==> src/sv/unshrink_lzw_decoder_defines.svh <==
// Assertion macros shared by the unshrink LZW decoder RTL.
// Depends on nothing; the using module must provide clk and rst_n.
`ifndef UNSHRINK_LZW_DECODER_DEFINES_SVH
`define UNSHRINK_LZW_DECODER_DEFINES_SVH
`ifndef ASSERT_OFF
`define ULZW_ASSERT(lbl, prop, msg) \
    lbl: assert property (@(posedge clk) disable iff (!rst_n) (prop)) else $error(msg);
`define ULZW_ASSERT_NEXT(lbl, ante, cons, msg) \
    lbl: assert property (@(posedge clk) disable iff (!rst_n) (ante) |=> (cons)) else $error(msg);
`else
`define ULZW_ASSERT(lbl, prop, msg)
`define ULZW_ASSERT_NEXT(lbl, ante, cons, msg)
`endif
`endif

==> src/sv/ulzw_pkg.sv <==
// Shared types and constants of the unshrink LZW decoder.
// Used by every module of the block; depends on nothing.
package ulzw_pkg;

    localparam int START_CODE_BITS = 9;
    localparam int FIRST_FREE      = 257;
    localparam int CODE_CLEAR      = 256;
    localparam int SUB_WIDEN       = 1;
    localparam int SUB_PCLEAR      = 2;
    localparam int BUF_W           = 32;
    localparam int HELD_W          = 6;
    localparam int FULL_HELD       = 24;
    localparam int CWID_W          = 4;

    localparam logic [15:0] FREE_MARK = 16'hFFFF;
    localparam logic [15:0] MARK_BIT  = 16'h8000;
    localparam logic [15:0] KEEP_MASK = 16'h7FFF;

    localparam logic CMD_PUSH = 1'b0;
    localparam logic CMD_PULL = 1'b1;

    typedef enum logic [2:0] {
        STAT_BYTE     = 3'd0,
        STAT_ACCEPTED = 3'd1,
        STAT_NEED     = 3'd2,
        STAT_REFUSED  = 3'd3,
        STAT_DONE     = 3'd4,
        STAT_CORRUPT  = 3'd5
    } status_t;

    typedef enum logic [1:0] {
        PH_FIRST  = 2'd0,
        PH_NORMAL = 2'd1,
        PH_SUB    = 2'd2
    } phase_t;

    typedef enum logic [4:0] {
        S_INIT, S_IDLE, S_CODE, S_WRD, S_WEV, S_FRD, S_FEV,
        S_P1RD, S_P1WR, S_P2RD, S_P2EV, S_P2WR, S_P3RD, S_P3WR,
        S_PRD, S_POP, S_OUT
    } state_t;

    typedef struct packed {
        logic push;
        logic take;
    } bb_ctl_t;

    typedef struct packed {
        logic pwe;
        logic swe;
    } dict_ctl_t;

endpackage

==> src/sv/ulzw_bitbuf.sv <==
// LSB-first bit buffer: appends compressed bytes and takes codes of 9 to 13 bits.
// Depends on ulzw_pkg.
module ulzw_bitbuf #(
    parameter int CW = 13
) (
    input  logic                              clk,
    input  logic                              rst_n,
    input  ulzw_pkg::bb_ctl_t                 ctl,
    input  logic [7:0]                        push_byte,
    input  logic [ulzw_pkg::CWID_W-1:0]       width,
    output logic [CW-1:0]                     code,
    output logic [ulzw_pkg::HELD_W-1:0]       held
);
    import ulzw_pkg::*;

    logic [BUF_W-1:0]  buf_reg, buf_next;
    logic [HELD_W-1:0] held_reg, held_next;
    logic [BUF_W-1:0]  low_bits;

    // Append and take each use their own shifter; the mask below selects the next code.
    assign low_bits = buf_reg & ~({BUF_W{1'b1}} << width);
    assign code     = low_bits[CW-1:0];
    assign held     = held_reg;

    always_comb
    begin
        buf_next  = buf_reg;
        held_next = held_reg;
        if (ctl.push)
        begin
            buf_next  = buf_reg | (BUF_W'(push_byte) << held_reg);
            held_next = held_reg + HELD_W'(8);
        end
        else if (ctl.take)
        begin
            buf_next  = buf_reg >> width;
            held_next = held_reg - HELD_W'(width);
        end
    end

    always_ff @(posedge clk or negedge rst_n)
    begin
        if (!rst_n)
        begin
            buf_reg  <= '0;
            held_reg <= '0;
        end
        else
        begin
            buf_reg  <= buf_next;
            held_reg <= held_next;
        end
    end

endmodule

==> config.mk <==
export PLATFORM = sky130hd
export DESIGN_NAME = ulzw_bitbuf
export DESIGN_NICKNAME = d
export VERILOG_FILES = /design/src/sv/unshrink_lzw_decoder_defines.svh /design/src/sv/ulzw_pkg.sv /design/src/sv/ulzw_bitbuf.sv
export SDC_FILE = /design/constraint.sdc
export NUM_CORES = 1
export LEC_CHECK = 0
export BUFFER_PORTS_ARGS = -buffer_cell sky130_fd_sc_hd__buf_2
export CAP_MARGIN = 20
export CELL_PAD_IN_SITES_DETAIL_PLACEMENT = 0
export CELL_PAD_IN_SITES_GLOBAL_PLACEMENT = 1
export CORE_MARGIN = 2
export CORE_UTILIZATION = 50
export CTS_CLUSTER_SIZE = 30
export DETAILED_ROUTE_END_ITERATION = 7
export GPL_ROUTABILITY_DRIVEN = 0
export HOLD_SLACK_MARGIN = 0.02
export PLACE_DENSITY_LB_ADDON = 0.1
export SLEW_MARGIN = 10
export SYNTH_ARGS = -nofsm -noshare
export SYNTH_HDL_FRONTEND = slang
export SYNTH_SLANG_ARGS = --single-unit
export TNS_END_PERCENT = 10
==> constraint.sdc <==
create_clock -name clk -period 4.5 [get_ports clk]
set_input_delay 0.45 -clock clk [delete_from_list [all_inputs] [get_ports clk]]
set_output_delay 0.45 -clock clk [all_outputs]
set_load 0.02 [all_outputs]
# After elaboration in Yosys (flattened, before gate mapping)
# Cells that the tools add are included.
[classes] n_addsub=2 multipliers=0 div=0 n_lt_le_gt_ge=0 n_eq_ne=0 shifts=3 mux=4 bitwise=3 n_reduce_logical=1
[ops] operator="32-bit 2-to-1 mux" count=2
[ops] operator="32-bit bitwise OR" count=1
[ops] operator="32-bit by 4-bit left shift with 13-bit output (first input constant)" count=1
[ops] operator="8-bit by 6-bit left shift with 32-bit output" count=1
[ops] operator="32-bit by 4-bit right shift with 32-bit output" count=1
[ops] operator="13-bit bitwise AND" count=1
[ops] operator="13-bit inverter" count=1
[ops] operator="6-bit 2-to-1 mux" count=2
[ops] operator="6-bit by 4-bit adder with 6-bit output (second input constant)" count=1
[ops] operator="6-bit by 4-bit subtractor with 6-bit output" count=1
[ops] operator="2-bit nonzero test" count=1
[totals] reg_bits=38 latchBits=0 ram_bits=0 rom_bits=0 inputBits=16 out_inout_bits=19 elab_cells=15 n_memories=0

# Longest topological paths before layout
[logic_depth] ltp_word=3 mapped_depth=11 ltp_nobuf=9

# Worst setup path before layout
# Ideal clock, no wire load.
[synth_timing] path_kind="input -> output" from="input port width[0] (netlist bit)" to="output port code[4]" arrival_time_ps=1809 t_required_ps=4050 path_slack_ps=2241 path_stages=6 path_buffers=4 cell_sequence="buf_2 > buf_4 > buf_4 > buf_2 > o21ai_0 > a21boi_0"
[synth_between] elab_chain_len=3
[synth_rtl] element="start, declared" line_no="ulzw_bitbuf.sv:10" text="input logic [ulzw_pkg::CWID_W-1:0] width,"
[synth_rtl] element="32-bit by 4-bit left shift with 13-bit output" line_no="ulzw_bitbuf.sv:21" text="assign low_bits = buf_reg & ~({BUF_W{1'b1}} << width);"
[synth_rtl] element="13-bit inverter" line_no="ulzw_bitbuf.sv:21"
[synth_rtl] element="13-bit bitwise AND" line_no="ulzw_bitbuf.sv:21"
[synth_rtl] element="end, declared" line_no="ulzw_bitbuf.sv:11" text="output logic [CW-1:0] code,"
# No other way between the ends.

# Final worst setup path
[layout_timing] from="input port width[2] (netlist bit)" to="register held_reg[5], in the netlist held[5]"
[layout_between] elab_chain_len=3
[layout_rtl] element="6-bit by 4-bit subtractor with 6-bit output" line_no="ulzw_bitbuf.sv:37" text="held_next = held_reg - HELD_W'(width);"
[layout_rtl] element="6-bit 2-to-1 mux" line_no="ulzw_bitbuf.sv:34" text="else if (ctl.take)"
[layout_rtl] element="6-bit 2-to-1 mux" line_no="ulzw_bitbuf.sv:29" text="if (ctl.push)"
[layout_rtl] element="end signal, assigned" line_no="ulzw_bitbuf.sv:51" text="held_reg <= held_next;"
[layout_rtl] element="end, declared" line_no="ulzw_bitbuf.sv:17" text="logic [HELD_W-1:0] held_reg, held_next;"
# No other way between the ends. The select of a mux whose other input is x is not followed.
# A chain may end at the register's enable or synchronous reset.

==> flow_summary_export.csv <==
group,metric,value,unit
run_status,status,"completed",
die,num_rows,32,
global_route,grt_pass1_vias,3487,
pwr,p_per_area,593.5,nW/µm²
sta,final_hold_viol_count,0,
clock_network,cts_hold_buffers,0,
pwr,leakage,1.748,nW
yosys,syn-cell-area,3877,µm²
critical_path,slowest_delay,0.59,ns
clock_network,clkLatencyLatePin,0.31,ns
sta,period_share,55.77,%
layout,area_growth_syn_to_layout,6.034,%
critical_path,cp_max_fo,31,
routing,wl_per_cell,22.99,µm
critical_path,cp_cell_sequence,"buf_2 > inv_1 > ha_1 > o21ai_0 > a21boi_0 > o41ai_1 > xor2_1",
critical_path,rr_startpoint,"held[0]",
yosys,synth_top_area_share,24.52,%
sta,final.setup.worst_slack,1.990,ns
yosys,ys.flop_type,"dfrtp_1",
layout,largest_reg_flops,32,
die,dieArea,8475,µm²
sta,rsz0062_at_grt,"false",
sta,period_needed,2.510,ns
yosys,ys_warn_count,0,
die,core,7607,µm²
yosys,synthArstFlopShare,100.0,%
pwr,ir_worst_vdd,283.6,µV
routing,ant_nets,0,
yosys,yosysMostFrequentCell,"nand2_1",
global_route,grt_max_degree,41,
die,die_w,92.06,µm
yosys,ys_types,60,
sta,finClkSkew,0.008314,ns
critical_path,slowest_stage,"inv_1",
yosys,syn_avg_cell_area,8.976,µm²
yosys,syn-instance-count,432,
layout,drive_above_1_share,20.45,%
layout,n_antenna_cell,0,
sta,setup_tns,0,ns
layout,nets,461,
routing,drtPass1Iterations,5,
pwr,p_total,0.002440,W
clock_network,postCtsSetupBuffers,0,
clock_network,clk_path_buf_depth,2,
clock_network,cts_resized,0,
critical_path,crit_arrival,2.75,ns
sta,worst_slew_pin_slew,0.9193,ns
global_route,grt_first_pass_wirelength,19.61,mm
sta,timing.fmax,398.5,MHz
sta,relSlewSlack,38.72,%
routing,vias,3751,
die,ios,35,
place,dp_slack,1.697,ns
sta,finalSetupViolCount,0,
place,hpwl,8.989,mm
yosys,synth-seq-cells,38,
die,die_y,92.06,µm
critical_path,required,4.74,ns
routing,via_per_inst,6.921,
die,start_util,50.97,%
clock_network,h-tree-depth,2,
routing,wirelength,12.46,mm
critical_path,end_kind,"register",
clock_network,numCtsBuffers,5,
routing,route.detailed.drc,0,
routing,dr.first_iter.drc_count,451,
clock_network,cts.sinks,38,
worst_hold_path,min_path_type,"input port to async pin",
clock_network,cts-root-buf,"clkbuf_8",
global_route,antenna_found_initial,0,
yosys,yosysTopAreaCell,"dfrtp_1",
layout,final_cells,542,
yosys,synthTopCellsByArea,"dfrtp_1, mux4_2, mux2i_1",
global_route,grt_overflow,0,
critical_path,worstSetupStartpoint,"width[2]",
sta,drv_slew,0,
yosys,seq_area_frac_synth,24.52,%
global_route,grt_usage,30.19,%
run,maxCapViolations,0,
place,portBuffers,34,
sta,hold_ws,0.2692,ns
yosys,synth_edf_count,0,
critical_path,worstSetupStartpointType,"input port",
clock_network,clk_pin_slew,0.09,ns
clock_network,cts_tree,"done",
place,dpl.cell_count,534,
yosys,synth_nets,454,
critical_path,crit_type,"input port to register",
yosys,synth_common_cells,"nand2_1, dfrtp_1, mux2i_1",
## cell usage in the layout, fill, tap and decap left out, types with 10 or more instances in the layout
cell	netlist	final
dfrtp_1	38	38
nor2_1	29	29
a22oi_1	14	14
buf_2	10	34
mux2i_1	35	35
a21oi_1	21	21
nor2b_1	10	10
nand2b_1	11	11
mux2_2	16	16
o21ai_0	12	12
mux4_2	20	20
nand2_1	56	56
## through the flow
stage | area [µm²] | util, %
6_report | 4111 | 54.05
5_1_grt | 4111 | 54.05
2_1_floorplan | 3877 | -
3_3_place_gp | 4013 | 52.75
4_1_cts | 4111 | 54.05
3_5_place_dp | 4013 | 52.75
## routing by layer
metal	part of all wire, %	up-vias	global-route usage, %
li1	-	1656	-
met1	44	1837	44.65
met2	44	231	44.30
met3	8.6	27	5.341
met4	2.9	0	10.70
met5	0	-	0
## kinds of logic after synthesis
family | synth area share, %
buffers and inverters | 5.454
AO/OA/AOI/OAI | 21.78
XOR/XNOR | 0.9037
adder cells (fa/ha/maj) | 2.130
multiplexers | 28.20
flip-flops | 24.52
AND/OR/NAND/NOR | 17.01
## report_power, final
part	internal, W	switching [W]	leakage, nW
Clock	0.000127	0.000153	0.0478
Combinational	0.000629	0.000712	1.23
Sequential	0.000490	0.000329	0.475
Total	0.00125	0.00119	1.75
## critical path: cells and delay by family
| family | cells | cell delay, ns |
|---|---|---|
| AOI/OAI and AO/OA | 3 | 0.55 |
| xor gates and xnor gates | 1 | 0.17 |
| adders and majority gates | 1 | 0.51 |
| buffers and inverters | 2 | 1.06 |
## final timing paths
kind / slack (ns) / end / depth (start not counted)
worst min register to register: 0.57 / buf_reg[28] / 1
min in group clk: 0.47 / held[4] / 3
max in group asynchronous: 3.65 / buf_reg[4] / 1
worst max register to register: 2.14 / buf_reg[28] / 4
worst min-delay path: 0.27 / held[3] / 1
worst max-delay path: 1.99 / held[5] / 7
## cell type report
class / instances / area [µm²]
clock buffer: 6 / 82.58
clock inverter: 2 / 16.27
fill: 738 / 3496
inverter: 9 / 33.78
multi-input combinational: 349 / 2715
sequential: 38 / 950.9
tap: 102 / 127.6
timing repair buffer: 36 / 185.2
(Power assumes the default switching activity.)
